[config.mk]
export PLATFORM = sky130hd
export DESIGN_NAME = delta_list_timer_queue_unit
export DESIGN_NICKNAME = d
export VERILOG_FILES = /design/src/sv/dltq_pkg.sv /design/src/sv/dltq_ram.sv /design/src/sv/dltq_alu.sv /design/src/sv/delta_list_timer_queue_unit.sv
export SDC_FILE = /design/constraint.sdc
export NUM_CORES = 1
export LEC_CHECK = 0
export BUFFER_PORTS_ARGS = -buffer_cell sky130_fd_sc_hd__clkbuf_2
export CAP_MARGIN = 25
export CORE_AREA = 3 3 360 450
export DETAILED_ROUTE_END_ITERATION = 10
export DIE_AREA = 0 0 363 453
export PLACE_DENSITY = 0.46
export SLEW_MARGIN = 40
export SYNTH_ARGS = -nofsm -noshare
export SYNTH_HDL_FRONTEND = slang
export SYNTH_SLANG_ARGS = --single-unit
[constraint.sdc]
create_clock -name clk_i -period 20.4 [get_ports clk_i]
set_input_delay 4.08 -clock clk_i [delete_from_list [all_inputs] [get_ports clk_i]]
set_output_delay 4.08 -clock clk_i [all_outputs]
set_load 0.02 [all_outputs]
[src/sv/dltq_pkg.sv]
// shared types, codes and defaults of the delta list timer queue
package dltq_pkg;

  localparam int QUEUE_DEPTH_DEF = 16;
  localparam int DELAY_BITS_DEF  = 16;
  localparam int MAX_RESULTS     = 16;

  localparam int HND_W  = 8;
  localparam int ARG_W  = 32;
  localparam int KIND_W = 2;
  localparam int PEND_W = 5;
  localparam int NEXP_W = $clog2(MAX_RESULTS + 1);

  localparam logic REQ_ADD  = 1'b0;
  localparam logic REQ_TICK = 1'b1;

  localparam logic [KIND_W-1:0] EV_ADD_OK   = 2'd0;
  localparam logic [KIND_W-1:0] EV_ADD_FULL = 2'd1;
  localparam logic [KIND_W-1:0] EV_EXPIRED  = 2'd2;

  typedef enum logic [0:0] {
    ALU_ADD,
    ALU_SUB
  } alu_op_e;

  typedef struct packed {
    logic gt;
    logic zero;
    logic borrow;
  } alu_flags_t;

endpackage

[src/sv/dltq_ram.sv]
// generic single write port, single read port ram with registered read
module dltq_ram #(
  parameter int WIDTH = 8,
  parameter int DEPTH = 16,
  localparam int AW = (DEPTH > 1) ? $clog2(DEPTH) : 1
) (
  input  logic             clk_i,
  input  logic             wr_en_i,
  input  logic [AW-1:0]    wr_addr_i,
  input  logic [WIDTH-1:0] wr_data_i,
  input  logic             rd_en_i,
  input  logic [AW-1:0]    rd_addr_i,
  output logic [WIDTH-1:0] rd_data_o
);

  logic [WIDTH-1:0] mem_q [DEPTH];
  logic [WIDTH-1:0] rd_data_q;

  always_ff @(posedge clk_i) begin
    if (wr_en_i) begin
      mem_q[wr_addr_i] <= wr_data_i;
    end
    if (rd_en_i) begin
      rd_data_q <= mem_q[rd_addr_i];
    end
  end

  assign rd_data_o = rd_data_q;

endmodule

[src/sv/dltq_alu.sv]
// shared delta adder and subtractor with compare against a limit
module dltq_alu
  import dltq_pkg::*;
#(
  parameter int DELAY_BITS = DELAY_BITS_DEF
) (
  input  alu_op_e               op_i,
  input  logic [DELAY_BITS-1:0] a_i,
  input  logic [DELAY_BITS-1:0] b_i,
  input  logic [DELAY_BITS-1:0] lim_i,
  output logic [DELAY_BITS-1:0] res_o,
  output alu_flags_t            flags_o
);

  logic [DELAY_BITS:0] wide;

  always_comb begin
    unique case (op_i)
      ALU_ADD: wide = {1'b0, a_i} + {1'b0, b_i};
      ALU_SUB: wide = {1'b0, a_i} - {1'b0, b_i};
      default: wide = '0;
    endcase
  end

  assign res_o          = wide[DELAY_BITS-1:0];
  assign flags_o.gt     = wide > {1'b0, lim_i};
  assign flags_o.zero   = (wide[DELAY_BITS-1:0] == '0);
  assign flags_o.borrow = (op_i == ALU_SUB) && wide[DELAY_BITS];

endmodule

[src/sv/delta_list_timer_queue_unit.sv]
// top level of the delta list timer queue
// Timer queue kept as a delta list sorted by expiry, stored in a ring buffer in one ram
// (head pointer plus count, so an expiry pops in one step). One adder/subtractor is shared
// by a small sequencer. The block takes one transaction at a time; in_stall_o is high
// while a transaction is being worked on. An add walks the list at one entry a cycle to
// find its slot, forms the remaining delay in S_REST, moves every entry behind the
// slot up by one at one entry a cycle, then writes the new task. A full queue answers
// with a reject. A tick with an empty queue gives no result and does not stall at all;
// a tick whose head is not yet due only counts the head down and gives no result. A tick
// that expires m tasks (at most 16) gives m results: each further due entry needs one
// ram read before the previous result can be marked last. After a stall the next
// transaction is taken once the sequencer is back in S_IDLE. Results wait in an output
// register, so a downstream stall holds the sequencer in the state that emits a result.
module delta_list_timer_queue_unit
  import dltq_pkg::*;
#(
  parameter int QUEUE_DEPTH = QUEUE_DEPTH_DEF,
  parameter int DELAY_BITS  = DELAY_BITS_DEF
) (
  input  logic                  clk_i,
  input  logic                  rst_ni,
  // request channel
  input  logic                  in_valid_i,
  output logic                  in_stall_o,
  input  logic                  req_type_i,
  input  logic [DELAY_BITS-1:0] delay_ticks_i,
  input  logic [HND_W-1:0]      handler_id_i,
  input  logic [ARG_W-1:0]      task_argument_i,
  // result channel
  output logic                  out_valid_o,
  input  logic                  out_stall_i,
  output logic [KIND_W-1:0]     event_kind_o,
  output logic [HND_W-1:0]      expired_handler_o,
  output logic [ARG_W-1:0]      expired_argument_o,
  output logic [PEND_W-1:0]     pending_count_o,
  output logic                  last_o
);

  localparam int IDX_W = $clog2(QUEUE_DEPTH);
  localparam int CNT_W = $clog2(QUEUE_DEPTH + 1);
  localparam int AW    = IDX_W + 1;
  localparam int ENT_W = DELAY_BITS + HND_W + ARG_W;

  localparam logic [AW-1:0]    DEPTH_A = AW'(QUEUE_DEPTH);
  localparam logic [CNT_W-1:0] DEPTH_C = CNT_W'(QUEUE_DEPTH);

  // sequencer states
  localparam logic [3:0] S_IDLE = 4'd0;
  localparam logic [3:0] S_FIND = 4'd1;  // walk deltas to find the slot
  localparam logic [3:0] S_REST = 4'd2;  // remaining delay at the slot
  localparam logic [3:0] S_SHRD = 4'd3;  // first read of the tail entry
  localparam logic [3:0] S_SHWR = 4'd4;  // move entries up, one a cycle
  localparam logic [3:0] S_INS  = 4'd5;  // write new task, report accept
  localparam logic [3:0] S_REJ  = 4'd6;  // report queue full
  localparam logic [3:0] S_TICK = 4'd7;  // count down or expire the head
  localparam logic [3:0] S_PEEK = 4'd8;  // read the new head
  localparam logic [3:0] S_EXP  = 4'd9;  // new head due or not
  localparam logic [3:0] S_LAST = 4'd10; // final expiry of this tick

  // logical slot to ram address, wrapping around the ring
  function automatic logic [IDX_W-1:0] phys(input logic [IDX_W-1:0] head,
                                            input logic [CNT_W-1:0] l);
    logic [AW-1:0] s;
    s = AW'(head) + AW'(l);
    if (s >= DEPTH_A) begin
      s = s - DEPTH_A;
    end
    return s[IDX_W-1:0];
  endfunction

  logic [3:0]            state_q, state_d;
  logic [IDX_W-1:0]      head_q, head_d;
  logic [CNT_W-1:0]      count_q, count_d;
  logic [CNT_W-1:0]      scan_q, scan_d;   // walk index, then move source
  logic [CNT_W-1:0]      pos_q, pos_d;     // slot of the new task
  logic [DELAY_BITS-1:0] acc_q, acc_d;     // sum of deltas passed
  logic [DELAY_BITS-1:0] rest_q, rest_d;   // delay left at the slot
  logic [NEXP_W-1:0]     nexp_q, nexp_d;   // expiries on this tick

  // latched request payload
  logic [DELAY_BITS-1:0] delay_q, delay_d;
  logic [HND_W-1:0]      hnd_q, hnd_d;
  logic [ARG_W-1:0]      arg_q, arg_d;

  // expired task held until its last flag is known
  logic [HND_W-1:0]      pend_hnd_q, pend_hnd_d;
  logic [ARG_W-1:0]      pend_arg_q, pend_arg_d;

  // output register
  logic                  out_valid_q, out_valid_d;
  logic [KIND_W-1:0]     kind_q, kind_d;
  logic [HND_W-1:0]      ohnd_q, ohnd_d;
  logic [ARG_W-1:0]      oarg_q, oarg_d;
  logic [PEND_W-1:0]     opend_q, opend_d;
  logic                  olast_q, olast_d;

  // ram port
  logic                  rd_en;
  logic [CNT_W-1:0]      rd_l;
  logic [ENT_W-1:0]      rd_data;
  logic                  wr_en;
  logic [CNT_W-1:0]      wr_l;
  logic [ENT_W-1:0]      wr_data;

  // shared unit
  alu_op_e               alu_op;
  logic [DELAY_BITS-1:0] alu_a, alu_b, alu_lim, alu_res;
  alu_flags_t            alu_flags;

  logic [DELAY_BITS-1:0] rd_delta;
  logic [HND_W-1:0]      rd_hnd;
  logic [ARG_W-1:0]      rd_arg;
  logic                  in_accept;
  logic                  out_free;

  assign rd_delta = rd_data[ENT_W-1 -: DELAY_BITS];
  assign rd_hnd   = rd_data[ARG_W +: HND_W];
  assign rd_arg   = rd_data[ARG_W-1:0];

  assign in_stall_o = (state_q != S_IDLE);
  assign in_accept  = in_valid_i && !in_stall_o;
  // output slot can take a new result this cycle
  assign out_free   = !out_valid_q || !out_stall_i;

  dltq_ram #(
    .WIDTH (ENT_W),
    .DEPTH (QUEUE_DEPTH)
  ) u_ram (
    .clk_i     (clk_i),
    .wr_en_i   (wr_en),
    .wr_addr_i (phys(head_q, wr_l)),
    .wr_data_i (wr_data),
    .rd_en_i   (rd_en),
    .rd_addr_i (phys(head_q, rd_l)),
    .rd_data_o (rd_data)
  );

  dltq_alu #(
    .DELAY_BITS (DELAY_BITS)
  ) u_alu (
    .op_i    (alu_op),
    .a_i     (alu_a),
    .b_i     (alu_b),
    .lim_i   (alu_lim),
    .res_o   (alu_res),
    .flags_o (alu_flags)
  );

  always_comb begin
    logic [CNT_W-1:0] scan_n;
    logic [CNT_W-1:0] cnt_m1;
    logic             emit;
    logic [KIND_W-1:0] e_kind;
    logic [HND_W-1:0]  e_hnd;
    logic [ARG_W-1:0]  e_arg;
    logic [CNT_W-1:0]  e_pend;
    logic              e_last;

    scan_n = scan_q + 1'b1;
    cnt_m1 = count_q - 1'b1;

    state_d    = state_q;
    head_d     = head_q;
    count_d    = count_q;
    scan_d     = scan_q;
    pos_d      = pos_q;
    acc_d      = acc_q;
    rest_d     = rest_q;
    nexp_d     = nexp_q;
    delay_d    = delay_q;
    hnd_d      = hnd_q;
    arg_d      = arg_q;
    pend_hnd_d = pend_hnd_q;
    pend_arg_d = pend_arg_q;

    rd_en   = 1'b0;
    rd_l    = '0;
    wr_en   = 1'b0;
    wr_l    = '0;
    wr_data = rd_data;

    alu_op  = ALU_ADD;
    alu_a   = acc_q;
    alu_b   = rd_delta;
    alu_lim = delay_q;

    emit   = 1'b0;
    e_kind = EV_EXPIRED;
    e_hnd  = pend_hnd_q;
    e_arg  = pend_arg_q;
    e_pend = count_q;
    e_last = 1'b0;

    unique case (state_q)
      S_IDLE: begin
        // keep the head entry in the read register for a tick
        rd_en = 1'b1;
        rd_l  = '0;
        if (in_accept) begin
          delay_d = delay_ticks_i;
          hnd_d   = handler_id_i;
          arg_d   = task_argument_i;
          if (req_type_i == REQ_TICK) begin
            if (count_q != '0) begin
              state_d = S_TICK;
            end
          end else if (count_q == DEPTH_C) begin
            state_d = S_REJ;
          end else begin
            acc_d  = '0;
            scan_d = '0;
            if (count_q == '0) begin
              pos_d   = '0;
              state_d = S_REST;
            end else begin
              state_d = S_FIND;
            end
          end
        end
      end

      S_FIND: begin
        // acc + delta > delay: new task goes in front of this entry
        if (alu_flags.gt) begin
          pos_d   = scan_q;
          state_d = S_REST;
        end else begin
          acc_d = alu_res;
          if (scan_n == count_q) begin
            pos_d   = count_q;
            state_d = S_REST;
          end else begin
            scan_d = scan_n;
            rd_en  = 1'b1;
            rd_l   = scan_n;
          end
        end
      end

      S_REST: begin
        alu_op = ALU_SUB;
        alu_a  = delay_q;
        alu_b  = acc_q;
        rest_d = alu_res;
        if (pos_q == count_q) begin
          state_d = S_INS;
        end else begin
          scan_d  = cnt_m1;
          state_d = S_SHRD;
        end
      end

      S_SHRD: begin
        rd_en   = 1'b1;
        rd_l    = scan_q;
        state_d = S_SHWR;
      end

      S_SHWR: begin
        // entry at scan moves up one slot; the one at the new slot loses the rest
        alu_op = ALU_SUB;
        alu_a  = rd_delta;
        alu_b  = rest_q;
        wr_en  = 1'b1;
        wr_l   = scan_n;
        if (scan_q == pos_q) begin
          wr_data = {alu_res, rd_hnd, rd_arg};
          state_d = S_INS;
        end else begin
          scan_d = scan_q - 1'b1;
          rd_en  = 1'b1;
          rd_l   = scan_q - 1'b1;
        end
      end

      S_INS: begin
        if (out_free) begin
          wr_en   = 1'b1;
          wr_l    = pos_q;
          wr_data = {rest_q, hnd_q, arg_q};
          count_d = count_q + 1'b1;
          emit    = 1'b1;
          e_kind  = EV_ADD_OK;
          e_hnd   = '0;
          e_arg   = '0;
          e_pend  = count_q + 1'b1;
          e_last  = 1'b1;
          state_d = S_IDLE;
        end
      end

      S_REJ: begin
        if (out_free) begin
          emit    = 1'b1;
          e_kind  = EV_ADD_FULL;
          e_hnd   = '0;
          e_arg   = '0;
          e_last  = 1'b1;
          state_d = S_IDLE;
        end
      end

      S_TICK: begin
        // head delta minus one; a borrow or a zero means the head is due
        alu_op = ALU_SUB;
        alu_a  = rd_delta;
        alu_b  = DELAY_BITS'(1);
        if (!(alu_flags.borrow || alu_flags.zero)) begin
          wr_en   = 1'b1;
          wr_l    = '0;
          wr_data = {alu_res, rd_hnd, rd_arg};
          state_d = S_IDLE;
        end else begin
          pend_hnd_d = rd_hnd;
          pend_arg_d = rd_arg;
          head_d     = phys(head_q, CNT_W'(1));
          count_d    = cnt_m1;
          nexp_d     = NEXP_W'(1);
          if (cnt_m1 == '0 || NEXP_W'(1) == NEXP_W'(MAX_RESULTS)) begin
            state_d = S_LAST;
          end else begin
            state_d = S_PEEK;
          end
        end
      end

      S_PEEK: begin
        rd_en   = 1'b1;
        rd_l    = '0;
        state_d = S_EXP;
      end

      S_EXP: begin
        alu_op = ALU_SUB;
        alu_a  = rd_delta;
        alu_b  = '0;
        if (out_free) begin
          emit = 1'b1;
          if (alu_flags.zero) begin
            // new head due too: the held result is not the last one
            pend_hnd_d = rd_hnd;
            pend_arg_d = rd_arg;
            head_d     = phys(head_q, CNT_W'(1));
            count_d    = cnt_m1;
            nexp_d     = nexp_q + 1'b1;
            if (cnt_m1 == '0 || (nexp_q + 1'b1) == NEXP_W'(MAX_RESULTS)) begin
              state_d = S_LAST;
            end else begin
              state_d = S_PEEK;
            end
          end else begin
            e_last  = 1'b1;
            state_d = S_IDLE;
          end
        end
      end

      S_LAST: begin
        if (out_free) begin
          emit    = 1'b1;
          e_last  = 1'b1;
          state_d = S_IDLE;
        end
      end

      default: begin
        state_d = S_IDLE;
      end
    endcase

    // output register
    out_valid_d = out_valid_q;
    kind_d      = kind_q;
    ohnd_d      = ohnd_q;
    oarg_d      = oarg_q;
    opend_d     = opend_q;
    olast_d     = olast_q;
    if (emit) begin
      out_valid_d = 1'b1;
      kind_d      = e_kind;
      ohnd_d      = e_hnd;
      oarg_d      = e_arg;
      opend_d     = PEND_W'(e_pend);
      olast_d     = e_last;
    end else if (!out_stall_i) begin
      out_valid_d = 1'b0;
    end
  end

  // control state
  always_ff @(posedge clk_i or negedge rst_ni) begin
    if (!rst_ni) begin
      state_q     <= S_IDLE;
      head_q      <= '0;
      count_q     <= '0;
      out_valid_q <= 1'b0;
    end else begin
      state_q     <= state_d;
      head_q      <= head_d;
      count_q     <= count_d;
      out_valid_q <= out_valid_d;
    end
  end

  // working and payload registers
  always_ff @(posedge clk_i) begin
    scan_q     <= scan_d;
    pos_q      <= pos_d;
    acc_q      <= acc_d;
    rest_q     <= rest_d;
    nexp_q     <= nexp_d;
    delay_q    <= delay_d;
    hnd_q      <= hnd_d;
    arg_q      <= arg_d;
    pend_hnd_q <= pend_hnd_d;
    pend_arg_q <= pend_arg_d;
    kind_q     <= kind_d;
    ohnd_q     <= ohnd_d;
    oarg_q     <= oarg_d;
    opend_q    <= opend_d;
    olast_q    <= olast_d;
  end

  assign out_valid_o        = out_valid_q;
  assign event_kind_o       = kind_q;
  assign expired_handler_o  = ohnd_q;
  assign expired_argument_o = oarg_q;
  assign pending_count_o    = opend_q;
  assign last_o             = olast_q;

endmodule

==> reports/metrics.yaml <==
outcome:
  status: "finished, final reports clean"
timing:
  worstMarginPinSlew_ns: 0.826
  tns_ns: 0
  drv_slew: 0
  hold_viol: 0
  rsz0062_at_grt: "no"
  fmax_mhz: 89.5
  finClkSkew_ns: 0.0503
  slew_headroom_pct: 44.9
  fin_crit_sh_pct: 54.8
  min_period_ns: 11.18
  setup_viol: 0
finish:
  num-fill-cells: 14700
  drive_above_1_share_pct: 22.3
  diodes: 0
  syn_to_final_growth_pct: 15.9
  final_cell_area_mm2: 0.0548
  final_nets: 2844
synthesis:
  synthCells: 2561
  yosysUniqueCellTypes: 66
  synth_edf_count: 1143
  netlist_area_mm2: 0.0473
  synthFlopType: "edfxtp_1"
  synth-async-reset-ratio_pct: 1.21
  synth.net_count: 2671
  avgSynthCellArea_um2: 18.5
  seq_area_frac_synth_pct: 73.4
  synth-seq-cells: 1157
  synth_warnings: 0
global_route:
  met3_usage_pct: 2.59
  antenna_found_initial: 2
  grt_pass1_vias: 26200
  grt_util_all_layers_pct: 15.9
  grt_start_max_net_pins: 68
  use_met1_pct: 21.5
  grt.overflow.total: 0
  busiest_layer: "met2"
  grt_util_met2_pct: 26.3
  grt_pass1_wl_um: 190000
placed_design:
  hpwl_um: 73200
  place_area_mm2: 0.0507
  gp_routability_congestion: 0.894
  port-buffer-count: 110
routing:
  firstDrtPassIters: 8
  vias: 24900
  drc: 0
  viasPerCell: 5.09
  ant_nets: 0
  drt_wl_total_um: 132000
  wire_per_inst_um: 27.0
  drt_iter0_drc: 2276
setup_path:
  critPathCaptureType: "flop"
  critPathMaxFanout: 42
  critPathMostFrequentCell: "a21oi_1"
  cp.required_ns: 20.85
  critPathKind: "reg -> reg"
  crit_arrival_ns: 11.62
  r2r_cells: 32
  worstReg2RegEnd: "u_ram.rd_data_o[25]"
  slowest_delay_ns: 0.75
  rrSetupSlack_ns: 9.22
  r2r_start: "state_q[2]"
  crit_path_start_kind: "flop"
  slowest_stage: "a2111oi_0"
clock_network:
  clock_path_buffers: 3
  cts-hold-fix-buffers: 0
  h-tree-depth: 3
  clkTransAtPathRegs_ns: 0.06
  tritoncts.num_buffers: 119
  post_cts_resized: 0
  post-cts-setup-buffers: 0
  cts.sinks: 1157
  root_buffer: "clkbuf_16"
  clkLatencyLatePin_ns: 0.75
  cts_tree: "done"
job:
  maxCapViolCount: 0
die:
  fp.coreArea_mm2: 0.158
  die_area_mm2: 0.164
  die_x_um: 363
  die_y_um: 453
  io_pins: 111
  initial_core_util_pct: 29.9
  rows: 163
min_path:
  hp-start: "u_ram.rd_data_o[15]"
  worstHoldEndpoint: "pend_arg_q[15]"
  worstHoldPathCells: 0
  hold_path_class: "reg -> reg"
==> registers in the layout (all words and copies together), names as in the netlist, 16 cells and up <==
name / flops
arg_q: 32
u_ram.rd_data_o: 56
pend_arg_q: 32
rest_q: 16
acc_q: 16
u_ram.mem_q: 896
expired_argument_o: 32
alu_lim: 16
==> synth_stat cells, drive strengths merged (4+ instances only) <==
library cell | instances | share of area (%)
buf | 27 | 0.30
a21oi | 65 | 0.69
nor2 | 96 | 0.76
a211o | 6 | 0.11
ha | 46 | 1.2
a21o | 16 | 0.25
a221o | 10 | 0.21
a211oi | 8 | 0.13
mux2i | 169 | 3.6
xor2 | 29 | 0.54
nand2 | 163 | 1.3
or3 | 7 | 0.093
o221ai | 9 | 0.18
nor4 | 5 | 0.066
clkbuf | 101 | 0.80
nor2b | 5 | 0.066
nand3b | 19 | 0.30
dfrtp | 14 | 0.74
or2 | 4 | 0.053
xnor2 | 42 | 0.78
a22oi | 9 | 0.14
o21ai | 38 | 0.40
and2 | 51 | 0.68
nor3 | 22 | 0.23
a222oi | 17 | 0.36
nand3 | 64 | 0.68
a221oi | 9 | 0.18
edfxtp | 1143 | 73
nand2b | 8 | 0.11
nand4 | 14 | 0.19
mux4 | 224 | 11
inv | 64 | 0.51
o211ai | 4 | 0.064
or4 | 4 | 0.064
==> area by class of cell <==
cell class	count	area (um2)	area share (%)
flip-flops and latches	1157	34700	63.3
multi-input cells	1212	12100	22.1
clock buffers	137	3110	5.67
well taps	2062	2580	4.71
repair buffers	180	1200	2.20
clock inverters	88	887	1.62
inverters	64	240	0.439
==> routing by layer <==
layer / wire [um] / vias to the layer above
met4: 3460 / 0
met5: 0 / -
met3: 6970 / 211
met2: 64200 / 785
li1: - / 10600
met1: 57600 / 13300
==> worst max-delay path, delay by kind of cell, from the launching register on <==
kind	cells	cell delay (ns)
adders and majority gates	3	1.21
DFF	1	0.60
and+or+nand+nor	6	1.94
muxes	3	0.84
buffers and inverters	4	2.03
xor gates and xnor gates	2	0.49
AOI/OAI and AO/OA	14	3.70
==> metrics by stage <==
step | instances | setup slack, ns | util (%) | hold slack (ns)
2_1_floorplan | 2561 | 11.21 | - | 0.426
3_3_place_gp | 4670 | 8.12 | 32.0 | 0.432
3_5_place_dp | 4673 | 8.77 | 32.1 | 0.439
4_1_cts | 4898 | 8.69 | 34.6 | 0.457
5_1_grt | 4900 | 8.26 | 34.7 | 0.478
6_report | 4900 | 9.22 | 34.7 | 0.460
==> cell families (layout without fill, tap and decap cells) <==
group | count (synthesis) | after routing | synth area share (%)
muxes | 396 | 396 | 14.3
DFF | 1157 | 1157 | 73.4
xor gates and xnor gates | 71 | 71 | 1.32
AOI/OAI and AO/OA | 223 | 223 | 3.28
adders and majority gates | 49 | 49 | 1.34
buffers and inverters | 192 | 469 | 1.61
and+or+nand+nor | 473 | 473 | 4.76
==> cell usage in the layout (no fill, tap or decap), types with 37 or more instances in the layout <==
master and count:
edfxtp_1 1143, mux4_2 224, mux2i_1 169, nand2_1 161, clkbuf_16 121, clkbuf_2 110, nor2_1 75, inv_1 64
nand3_1 64, a21oi_1 63, and2_1 51, buf_4 50, ha_1 45, xnor2_1 41, o21ai_0 37
==> worst max path at each step <==
stage / start / endpoint / slack, ns / cells after the start
after floorplan: out_stall_i / u_ram.mem_q[11][0] / 11.21 / 12
after global placement: state_q[2] / u_ram.rd_data_o[1] / 8.12 / 34
after detailed placement: state_q[2] / u_ram.rd_data_o[17] / 8.77 / 32
after CTS: state_q[2] / u_ram.rd_data_o[22] / 8.69 / 34
after global routing: state_q[2] / u_ram.rd_data_o[25] / 8.26 / 34
final: state_q[2] / u_ram.rd_data_o[25] / 9.22 / 32
Power is left out: the tool's default activity adds up to more than one toggle a clock period on the data nets, which glitch-free logic cannot reach.
